File: config.mk
export PLATFORM = sky130hd
export DESIGN_NAME = span_coverage_alpha_blend_rgb24_top
export DESIGN_NICKNAME = d
export VERILOG_FILES = /design/src/scab_pkg.sv /design/src/scab_cfg.sv /design/src/scab_stage1.sv /design/src/scab_stage2.sv /design/src/scab_stage3.sv /design/src/span_coverage_alpha_blend_rgb24_top.sv
export SDC_FILE = /design/constraint.sdc
export NUM_CORES = 2
export LEC_CHECK = 0
export ABC_AREA = 1
export ABC_CLOCK_PERIOD_IN_PS = 7600
export BUFFER_PORTS_ARGS = -buffer_cell sky130_fd_sc_hd__clkbuf_2
export CAP_MARGIN = 40
export CELL_PAD_IN_SITES_DETAIL_PLACEMENT = 0
export CELL_PAD_IN_SITES_GLOBAL_PLACEMENT = 1
export CORE_MARGIN = 1
export CORE_UTILIZATION = 40
export CTS_CLUSTER_DIAMETER = 150
export DETAILED_ROUTE_END_ITERATION = 8
export MAX_ROUTING_LAYER = met4
export PLACE_DENSITY = 0.71
export SLEW_MARGIN = 10
export SYNTH_ARGS = -nofsm -noshare
export SYNTH_HDL_FRONTEND = slang
export SYNTH_SLANG_ARGS = --single-unit
File: constraint.sdc
create_clock -name clk -period 7.6 [get_ports clk]
set_input_delay 1.52 -clock clk [delete_from_list [all_inputs] [get_ports clk]]
set_output_delay 1.52 -clock clk [all_outputs]
set_load 0.05 [all_outputs]
File: src/scab_pkg.sv
// shared types and constants for the span coverage alpha blender
`timescale 1ns / 1ps
`default_nettype none
package scab_pkg;

  // configuration register indexes
  typedef enum logic [2:0] {
    REG_FILL_COLOR   = 3'd0,
    REG_FILL_MODE    = 3'd1,
    REG_BYTE_ORDER   = 3'd2,
    REG_PITCH_X      = 3'd3,
    REG_PITCH_Y      = 3'd4,
    REG_BASE_ADDRESS = 3'd5
  } reg_idx_t;

  // fill modes, the unused code behaves as per-pixel
  localparam logic [1:0] MODE_CONST       = 2'd0;
  localparam logic [1:0] MODE_CONST_ALPHA = 2'd1;

  localparam logic [7:0]  BYTE_FULL       = 8'hFF;
  localparam logic [7:0]  BYTE_ZERO       = 8'h00;
  localparam logic [31:0] PITCH_X_RESET   = 32'd3;

  typedef struct packed {
    logic [31:0]        fill_color;
    logic [1:0]         fill_mode;
    logic               byte_order;
    logic signed [5:0]  pitch_x;
    logic signed [15:0] pitch_y;
    logic [31:0]        base_address;
  } cfg_t;

  typedef struct packed {
    logic [11:0]     pixel_x;
    logic [11:0]     row_y;
    logic [7:0]      coverage;
    logic [31:0]     src_color;
    logic [2:0][7:0] dst;
    logic            last_in_row;
  } in_t;

  // after alpha scaling and address products
  typedef struct packed {
    logic signed [28:0] addr_y;
    logic signed [17:0] addr_x;
    logic [7:0]         alpha;
    logic [2:0][7:0]    src;
    logic [2:0][7:0]    dst;
    logic               copy;
    logic               we;
    logic               row_done;
  } s1_t;

  // after blend products and address sum
  typedef struct packed {
    logic [31:0]     addr;
    logic [2:0][7:0] delta;
    logic [2:0][7:0] src;
    logic [2:0][7:0] dst;
    logic            copy;
    logic            we;
    logic            row_done;
  } s2_t;

  typedef struct packed {
    logic [31:0]     addr;
    logic [2:0][7:0] bytes;
    logic            we;
    logic            row_done;
  } s3_t;

endpackage
`default_nettype wire

File: src/scab_cfg.sv
// configuration registers of the blender
`timescale 1ns / 1ps
`default_nettype none
module scab_cfg (
  input  wire logic          clk,
  input  wire logic          rst_n,
  input  wire logic          cfg_we,
  input  wire logic [2:0]    cfg_index,
  input  wire logic [31:0]   cfg_data,
  output scab_pkg::cfg_t     cfg
);
  import scab_pkg::*;

  cfg_t cfg_r;
  cfg_t cfg_nxt;

  // register write decode
  always_comb begin
    cfg_nxt = cfg_r;
    if (cfg_we) begin
      case (reg_idx_t'(cfg_index))
        REG_FILL_COLOR:   cfg_nxt.fill_color   = cfg_data;
        REG_FILL_MODE:    cfg_nxt.fill_mode    = cfg_data[1:0];
        REG_BYTE_ORDER:   cfg_nxt.byte_order   = cfg_data[0];
        REG_PITCH_X:      cfg_nxt.pitch_x      = cfg_data[5:0];
        REG_PITCH_Y:      cfg_nxt.pitch_y      = cfg_data[15:0];
        REG_BASE_ADDRESS: cfg_nxt.base_address = cfg_data;
        default:          cfg_nxt = cfg_r;
      endcase
    end
  end

  always_ff @(posedge clk) begin
    if (!rst_n) begin
      cfg_r.fill_color   <= '0;
      cfg_r.fill_mode    <= MODE_CONST;
      cfg_r.byte_order   <= 1'b0;
      cfg_r.pitch_x      <= PITCH_X_RESET[5:0];
      cfg_r.pitch_y      <= '0;
      cfg_r.base_address <= '0;
    end else begin
      cfg_r <= cfg_nxt;
    end
  end

  assign cfg = cfg_r;

endmodule
`default_nettype wire

File: src/scab_stage1.sv
// stage 1: mode decode, alpha scaling and address partial products
`timescale 1ns / 1ps
`default_nettype none
module scab_stage1 (
  input  wire logic        clk,
  input  wire logic        rst_n,
  input  wire scab_pkg::cfg_t cfg,
  input  wire logic        up_valid,
  output logic             up_ready,
  input  wire scab_pkg::in_t  up_data,
  output logic             dn_valid,
  input  wire logic        dn_ready,
  output scab_pkg::s1_t    dn_data
);
  import scab_pkg::*;

  logic        valid_r;
  logic        valid_nxt;
  s1_t         data_r;
  s1_t         data_nxt;
  logic [31:0] col;
  logic [7:0]  src_alpha;
  logic [7:0]  scale_in;
  logic [8:0]  scale_a1;
  logic [16:0] scale_prod;
  logic signed [12:0] y_s;
  logic signed [12:0] x_s;

  assign up_ready = !valid_r || dn_ready;

  // pick color and alpha by mode
  always_comb begin
    src_alpha  = up_data.src_color[31:24];
    col        = up_data.src_color;
    scale_in   = src_alpha;
    data_nxt   = data_r;
    case (cfg.fill_mode)
      MODE_CONST: begin
        col      = cfg.fill_color;
        scale_in = cfg.fill_color[31:24];
      end
      MODE_CONST_ALPHA: begin
        col      = cfg.fill_color;
        scale_in = cfg.fill_color[31:24];
      end
      default: begin
        col      = up_data.src_color;
        scale_in = src_alpha;
      end
    endcase
    scale_a1   = {1'b0, scale_in} + 9'd1;
    scale_prod = scale_a1 * {9'd0, up_data.coverage};

    data_nxt.alpha = (cfg.fill_mode == MODE_CONST) ? up_data.coverage : scale_prod[15:8];
    data_nxt.copy  = 1'b0;
    data_nxt.we    = 1'b1;
    if (cfg.fill_mode == MODE_CONST) begin
      data_nxt.copy = (up_data.coverage == BYTE_FULL);
    end else if (cfg.fill_mode != MODE_CONST_ALPHA) begin
      data_nxt.copy = (src_alpha == BYTE_FULL) && (up_data.coverage == BYTE_FULL);
      data_nxt.we   = (src_alpha != BYTE_ZERO);
    end

    // source bytes in memory order
    data_nxt.src[1] = col[15:8];
    data_nxt.src[0] = cfg.byte_order ? col[7:0]   : col[23:16];
    data_nxt.src[2] = cfg.byte_order ? col[23:16] : col[7:0];
    data_nxt.dst      = up_data.dst;
    data_nxt.row_done = up_data.last_in_row;

    // address partial products
    y_s = $signed({1'b0, up_data.row_y});
    x_s = $signed({1'b0, up_data.pixel_x});
    data_nxt.addr_y = 29'(y_s * cfg.pitch_y);
    data_nxt.addr_x = 18'(x_s * cfg.pitch_x);
  end

  assign valid_nxt = up_ready ? up_valid : valid_r;

  always_ff @(posedge clk) begin
    if (!rst_n) begin
      valid_r <= 1'b0;
    end else begin
      valid_r <= valid_nxt;
    end
  end

  always_ff @(posedge clk) begin
    if (up_ready && up_valid) begin
      data_r <= data_nxt;
    end
  end

  assign dn_valid = valid_r;
  assign dn_data  = data_r;

endmodule
`default_nettype wire

File: src/scab_stage2.sv
// stage 2: per-channel blend products and address sum
`timescale 1ns / 1ps
`default_nettype none
module scab_stage2 (
  input  wire logic        clk,
  input  wire logic        rst_n,
  input  wire scab_pkg::cfg_t cfg,
  input  wire logic        up_valid,
  output logic             up_ready,
  input  wire scab_pkg::s1_t  up_data,
  output logic             dn_valid,
  input  wire logic        dn_ready,
  output scab_pkg::s2_t    dn_data
);
  import scab_pkg::*;

  logic        valid_r;
  logic        valid_nxt;
  s2_t         data_r;
  s2_t         data_nxt;
  logic signed [9:0]  a1_s;
  logic signed [9:0]  diff [3];
  logic signed [19:0] prod [3];

  assign up_ready = !valid_r || dn_ready;

  // (a + 1) * (s - d), keep the bits above the shift
  always_comb begin
    a1_s = $signed({2'b00, up_data.alpha} + 10'd1);
    data_nxt = data_r;
    for (int i = 0; i < 3; i++) begin
      diff[i] = $signed({2'b00, up_data.src[i]}) - $signed({2'b00, up_data.dst[i]});
      prod[i] = 20'(a1_s * diff[i]);
      data_nxt.delta[i] = prod[i][15:8];
    end
    data_nxt.addr = cfg.base_address + 32'(up_data.addr_y) + 32'(up_data.addr_x);
    data_nxt.src      = up_data.src;
    data_nxt.dst      = up_data.dst;
    data_nxt.copy     = up_data.copy;
    data_nxt.we       = up_data.we;
    data_nxt.row_done = up_data.row_done;
  end

  assign valid_nxt = up_ready ? up_valid : valid_r;

  always_ff @(posedge clk) begin
    if (!rst_n) begin
      valid_r <= 1'b0;
    end else begin
      valid_r <= valid_nxt;
    end
  end

  always_ff @(posedge clk) begin
    if (up_ready && up_valid) begin
      data_r <= data_nxt;
    end
  end

  assign dn_valid = valid_r;
  assign dn_data  = data_r;

endmodule
`default_nettype wire

File: src/scab_stage3.sv
// stage 3: final add, byte select and output register
`timescale 1ns / 1ps
`default_nettype none
module scab_stage3 (
  input  wire logic        clk,
  input  wire logic        rst_n,
  input  wire logic        up_valid,
  output logic             up_ready,
  input  wire scab_pkg::s2_t  up_data,
  output logic             dn_valid,
  input  wire logic        dn_ready,
  output scab_pkg::s3_t    dn_data
);
  import scab_pkg::*;

  logic valid_r;
  logic valid_nxt;
  s3_t  data_r;
  s3_t  data_nxt;

  assign up_ready = !valid_r || dn_ready;

  // skip keeps dst, copy takes src, else d plus the scaled difference
  always_comb begin
    data_nxt = data_r;
    for (int i = 0; i < 3; i++) begin
      if (!up_data.we) begin
        data_nxt.bytes[i] = up_data.dst[i];
      end else if (up_data.copy) begin
        data_nxt.bytes[i] = up_data.src[i];
      end else begin
        data_nxt.bytes[i] = up_data.dst[i] + up_data.delta[i];
      end
    end
    data_nxt.addr     = up_data.addr;
    data_nxt.we       = up_data.we;
    data_nxt.row_done = up_data.row_done;
  end

  assign valid_nxt = up_ready ? up_valid : valid_r;

  always_ff @(posedge clk) begin
    if (!rst_n) begin
      valid_r <= 1'b0;
    end else begin
      valid_r <= valid_nxt;
    end
  end

  always_ff @(posedge clk) begin
    if (up_ready && up_valid) begin
      data_r <= data_nxt;
    end
  end

  assign dn_valid = valid_r;
  assign dn_data  = data_r;

endmodule
`default_nettype wire

File: src/span_coverage_alpha_blend_rgb24_top.sv
// each accepted input passes through the stage 1, stage 2 and stage 3 registers
// throughput: one pixel per cycle while not stalled, set by the three-stage pipeline
// each stage holds under back-pressure, so stalls lose and repeat nothing
// reset: synchronous active-low rst_n empties the pipeline and returns the
// registers to fill_mode 0, pitch_x 3 and all other registers 0
`timescale 1ns / 1ps
`default_nettype none
module span_coverage_alpha_blend_rgb24_top (
  input  wire logic        clk,
  input  wire logic        rst_n,
  input  wire logic        cfg_we,
  input  wire logic [2:0]  cfg_index,
  input  wire logic [31:0] cfg_data,
  input  wire logic        in_valid,
  output logic             in_ready,
  input  wire logic [11:0] in_pixel_x,
  input  wire logic [11:0] in_row_y,
  input  wire logic [7:0]  in_coverage,
  input  wire logic [31:0] in_src_color,
  input  wire logic [7:0]  in_dst_byte0,
  input  wire logic [7:0]  in_dst_byte1,
  input  wire logic [7:0]  in_dst_byte2,
  input  wire logic        in_last_in_row,
  output logic             out_valid,
  input  wire logic        out_ready,
  output logic [31:0]      out_byte_address,
  output logic [7:0]       out_byte0,
  output logic [7:0]       out_byte1,
  output logic [7:0]       out_byte2,
  output logic             out_write_enable,
  output logic             out_row_done
);
  import scab_pkg::*;

  cfg_t cfg;
  in_t  in_data;
  s1_t  s1_data;
  s2_t  s2_data;
  s3_t  s3_data;
  logic s1_valid;
  logic s1_ready;
  logic s2_valid;
  logic s2_ready;

  // input transaction payload
  always_comb begin
    in_data.pixel_x     = in_pixel_x;
    in_data.row_y       = in_row_y;
    in_data.coverage    = in_coverage;
    in_data.src_color   = in_src_color;
    in_data.dst[0]      = in_dst_byte0;
    in_data.dst[1]      = in_dst_byte1;
    in_data.dst[2]      = in_dst_byte2;
    in_data.last_in_row = in_last_in_row;
  end

  scab_cfg u_cfg (
    .clk       (clk),
    .rst_n     (rst_n),
    .cfg_we    (cfg_we),
    .cfg_index (cfg_index),
    .cfg_data  (cfg_data),
    .cfg       (cfg)
  );

  scab_stage1 u_stage1 (
    .clk      (clk),
    .rst_n    (rst_n),
    .cfg      (cfg),
    .up_valid (in_valid),
    .up_ready (in_ready),
    .up_data  (in_data),
    .dn_valid (s1_valid),
    .dn_ready (s1_ready),
    .dn_data  (s1_data)
  );

  scab_stage2 u_stage2 (
    .clk      (clk),
    .rst_n    (rst_n),
    .cfg      (cfg),
    .up_valid (s1_valid),
    .up_ready (s1_ready),
    .up_data  (s1_data),
    .dn_valid (s2_valid),
    .dn_ready (s2_ready),
    .dn_data  (s2_data)
  );

  scab_stage3 u_stage3 (
    .clk      (clk),
    .rst_n    (rst_n),
    .up_valid (s2_valid),
    .up_ready (s2_ready),
    .up_data  (s2_data),
    .dn_valid (out_valid),
    .dn_ready (out_ready),
    .dn_data  (s3_data)
  );

  // result transaction payload
  assign out_byte_address = s3_data.addr;
  assign out_byte0        = s3_data.bytes[0];
  assign out_byte1        = s3_data.bytes[1];
  assign out_byte2        = s3_data.bytes[2];
  assign out_write_enable = s3_data.we;
  assign out_row_done     = s3_data.row_done;

endmodule
`default_nettype wire

Word-level counts from Yosys, hierarchy flattened
Cells that the tools add are included.

$add $sub $neg: 10. Multiply operators: 6. Eq/ne operators: 9. Multiplexer cells: 13. Bitwise operators: 1. Reduce and logical (&&, ||, !) cells: 21.

Operators with widths (number): $mux W8 (10); $add A32 B32 Y32 (2); $mul A10 B9 Y16 (3); $mul A13 B16 Y29 (1); $sub A8 B8 Y9 (3); $add A8 B8 Y8 (3); $mux W24 (1); $add A8 B1 Y9 const B (2); $mul A13 B6 Y18 (1); $eq A8 B8 Y1 const B (2); $mul A9 B8 Y16 (1); $reduce_and A2 Y1 (6); $reduce_bool A8 Y1 (1); $eq A3 B2 Y1 const B (2); $eq A3 B3 Y1 const B (2); $logic_and A1 B1 Y1 (4); $reduce_or A2 Y1 (2); $eq A3 B1 Y1 const B (1); $logic_not A1 Y1 (3); $logic_not A3 Y1 (1); $logic_or A1 B1 Y1 (3); $eq A2 B1 Y1 const B (1); $logic_not A2 Y1 (1); $mux W2 (1); other kinds (3) (3).

Register bits after elaboration: 363. Bits of input ports: 129. Output and inout port bits: 60. Word-level logic and storage cells: 100.

Longest topological paths before layout
Depth in word-level cells: 6. Depth in mapped cells: 30. Mapped depth without buffers: 30.

Hierarchy
Synthesis repeated with hierarchy kept, for this count alone.

Cell total of the unflattened synthesis: 4441. Area, all modules: 37489.7 um^2.

By module, submodules not included: scab_stage1 (instances 1, cells an instance 1896, area each 16181.8 um^2, sequential area each 3203.1 um^2); scab_stage2 (instances 1, cells an instance 1653, area each 14264.9 um^2, sequential area each 3233.1 um^2); scab_cfg (instances 1, cells an instance 530, area each 3649.8 um^2, sequential area each 1781.7 um^2); scab_stage3 (instances 1, cells an instance 362, area each 3393.3 um^2, sequential area each 1761.7 um^2).

Worst setup path before layout
OpenSTA, ideal clock, no wires.

Path kind: input to register. Start: input in_row_y[1]. End: register u_stage1.data_r (netlist bit u_stage1.dn_data[99]), data pin. Library setup time: 0.252 ns. Arrival: 6.037 ns. Required time: 7.348 ns. Slack: 1.310 ns. Cell stages on the path: 21. Buffers on the path: 2. Path through: clkbuf_1 > clkbuf_1 > nand2_1 > fa_1 > inv_1 > fa_1 > inv_1 > fa_1 > inv_1 > fa_1 > fa_1 > ha_1 > a21oi_1 > a21boi_0 > o21ai_0 > nand2_1 > nand2_1 > nand2_1 > nand2_1 > nand2_1 > nand2_1.

RTL lines: start: declaration (line span_coverage_alpha_blend_rgb24_top.sv:17) `input wire logic [11:0] in_row_y,`; end signal: assignment (line scab_stage1.sv:90) `data_r <= data_nxt;`; end: declaration (line scab_stage1.sv:19) `s1_t data_r;`.

==> flow_metrics.env <==
export IMPL_cts_inserted_buffers=44
export IMPL_totalNegativeSetupSlack_ns=0
export IMPL_slew_headroom_pct=49.6
export IMPL_tightest_slew_ns=0.757
export IMPL_design_core_area_mm2=0.0900
export IMPL_grt_pass1_wl_um=158000
export IMPL_met3_length_um=4690
export IMPL_final_common_cell="inv_1"
export IMPL_wl_met2_um=49200
export IMPL_regToRegEndpoint="u_stage2.dn_data[74]$_DFFE_PP_"
export IMPL_start_util_pct=40.4
export IMPL_fmax_mhz=156
export IMPL_wire_per_inst_um=17.9
export IMPL_startpoint_type="register"
export IMPL_critPathCaptureType="register"
export IMPL_antenna_found_initial=11
export IMPL_crit_top_cell="fa_1"
export IMPL_synth_distinct_cells=48
export IMPL_cts_sinks=363
export IMPL_synth_fp_nets=5116
export IMPL_synth_top_area_share_pct=24.4
export IMPL_rsz0062_at_grt="false"
export IMPL_syn_to_final_growth_pct=10.7
export IMPL_path_class="reg -> reg"
export IMPL_postSynthRegisterBits=363
export IMPL_dr_pass1_iters=5
export IMPL_cts_root_buffer_cell="clkbuf_16"
export IMPL_outcome="finished clean"
export IMPL_hold_depth=0
export IMPL_rows=110
export IMPL_drv_cap=0
export IMPL_rrSetupSlack_ns=1.19
export IMPL_drtIter0Drc=1675
export IMPL_cts_tree="done"
export IMPL_nets=5283
export IMPL_vias=27391
export IMPL_cts_setup_buffers=0
export IMPL_synthArstFlopShare_pct=0
export IMPL_fin_skew_ns=0.0295
export IMPL_clkTransAtPathRegs_ns=0.06
export IMPL_cp_cell_sequence="ha_1, fa_1, o21ai_0, a31oi_1, xnor2_1, nand2_1, fa_1, fa_1, inv_1, fa_1, fa_1, inv_1, fa_1, inv_1, ha_1, inv_1, o21bai_1, a21boi_0, o21ai_0, a21oi_1, inv_1, nand2_1, nand2_1"
export IMPL_clock_latency_ns=0.60
export IMPL_cts_repair_resized=0
export IMPL_multiInputGateArea_mm2=0.0226
export IMPL_dp_hpwl_um=81000
export IMPL_rr_worst_depth=23
export IMPL_crit_family="adder cells"
export IMPL_dp_slack_ns=0.918
export IMPL_synth_area_leaders="fa_1 24%, edfxtp_1 22%, ha_1 11%"
export IMPL_grt_max_degree=77
export IMPL_hold_ws_ns=0.416
export IMPL_n_fill_cell=8989
export IMPL_dieArea_mm2=0.0921
export IMPL_peakVddDrop_mv=0.344
export IMPL_place_congestion=0.909
export IMPL_grt_overflow_total=0
export IMPL_synth_area_leader_cell="fa_1"
export IMPL_yosys_most_used_dff="edfxtp_1"
export IMPL_route_detailed_drc=0
export IMPL_regArea_mm2=0.00998
export IMPL_wl_met1_um=43800
export IMPL_syn_inst=4219
export IMPL_numPortBuffers=188
export IMPL_finalWorstSetupSlack_ns=1.19
export IMPL_cp_slowest_cell="fa_1"
export IMPL_setup_viol=0
export IMPL_ant_nets=0
export IMPL_io_pins=189
export IMPL_grt_pass1_vias=27989
export IMPL_hold_violations=0
export IMPL_power_density_mw_per_mm2=318
export IMPL_synth_edf_count=271
export IMPL_yosysSeqAreaShare_pct=27.4
export IMPL_netlist_area_mm2=0.0364
export IMPL_clockBufferDepth=3
export IMPL_synth_avg_cell_area_um2=8.62
export IMPL_p_total_uw=12800
export IMPL_power_leakage_uw=0.0207
export IMPL_period_minus_slack_ns=6.41
export IMPL_arrival_ns=6.76
export IMPL_hold_class="reg -> reg"
export IMPL_drive_above_1_share_pct=7.78
export IMPL_via_per_inst=4.89
export IMPL_gr_usage_all_layers_pct=23.1
export IMPL_rr_startpoint="u_stage1.dn_data[19]$_DFFE_PP_"
export IMPL_crit_path_max_incr_delay_ns=0.53
export IMPL_finalCritPeriodShare_pct=84.3
export IMPL_ys_warn_count=0
export IMPL_ctsHtreeMaxLevel=2
export IMPL_cp_buffers_inverters=5
export IMPL_die_width_um=304
export IMPL_path_max_fanout=4
export IMPL_slew_viol_final=0
export IMPL_die_h_um=304
export IMPL_ctsHoldBuffers=0
export IMPL_final_cell_mix="881 x inv_1, 824 x nand2_1, 477 x nor2_1, 444 x fa_1, 324 x ha_1"
export IMPL_min_delay_start="u_stage2.dn_data[91]$_DFFE_PP_"
export IMPL_critPathRequiredTime_ns=7.95
export IMPL_drt_total_wl_um=100000
export IMPL_min_to="u_stage3.dn_data[42]$_DFFE_PP_"
export IMPL_highest_layer="met4"
## state kept, by name, indices dropped and copies added (netlist names)
name	count
u_stage2.dn_valid	1
u_cfg.cfg	89
u_stage1.dn_valid	1
u_stage1.dn_data	106
u_stage3.dn_data	58
u_stage2.dn_data	107
u_stage3.dn_valid	1
## worst max path at each step
stage / start / end / slack (ns) / depth (start not counted)
floorplan: in_row_y[1] / u_stage1.dn_data[99]$_DFFE_PP_ / 1.31 / 21
global route: u_stage1.dn_data[35]$_DFFE_PP_ / u_stage2.dn_data[66]$_DFFE_PP_ / 0.76 / 25
detailed placement: in_row_y[2] / u_stage1.dn_data[105]$_DFFE_PP_ / 0.92 / 19
CTS: u_stage1.dn_data[19]$_DFFE_PP_ / u_stage2.dn_data[74]$_DFFE_PP_ / 1.19 / 23
global placement: in_src_color[24] / u_stage1.dn_data[52]$_DFFE_PP_ / 0.98 / 24
finish: u_stage1.dn_data[19]$_DFFE_PP_ / u_stage2.dn_data[74]$_DFFE_PP_ / 1.19 / 23
## logic make-up after synthesis
logic type,share of synthesized area [%]
fa+ha+maj,35.6
flops,27.4
compound gates,6.36
buf+inv,10.4
mux,0.440
simple gates,16.7
xor+xnor,3.08
## layer usage
layer / GRT usage [%] / vias up
li1: - / 13403
met1: 29.5 / 13317
met2: 39.0 / 551
met3: 2.75 / 120
met4: 5.46 / 0
met5: - / -
## cell type report
| cell class | instances | share of cell area [%] |
|---|---|---|
| Tap cell | 1176 | 3.65 |
| Multi-Input combinational cell | 2852 | 56.2 |
| Timing Repair Buffer | 231 | 3.37 |
| Clock buffer | 47 | 2.86 |
| Sequential cell | 363 | 24.8 |
| Antenna cell | 11 | 0.0684 |
| Inverter | 894 | 8.34 |
| Clock inverter | 33 | 0.755 |
## report_power, final
part | internal [uW] | switching (uW) | total, uW
Combinational | 2950 | 4780 | 7730
Sequential | 2740 | 149 | 2890
Clock | 1240 | 920 | 2160
## synthesized netlist by cell type (all sizes together), types with 3 or more instances
cell / number
o21a: 6
a21boi: 4
dfxtp: 92
nand2: 827
mux2i: 16
o31ai: 5
clkinv: 7
nand3: 108
xnor2: 44
buf: 8
edfxtp: 271
nand3b: 12
clkbuf: 102
fa: 444
or2: 16
a21o: 12
o21bai: 13
nor3: 27
nand4: 30
a21oi: 171
a31oi: 18
a31o: 3
ha: 324
o21ai: 193
xor2: 84
nor4: 8
nor2: 480
inv: 887
## metrics by stage
stage	util [%]	area, um2	instances
floorplan	-	36400	4219
global placement	42.9	38600	5510
detailed placement	43.1	38800	5516
CTS	44.7	40200	5596
global route	44.7	40300	5606
finish	44.7	40300	5607
Note: power is estimated with default switching activity, not from simulation.
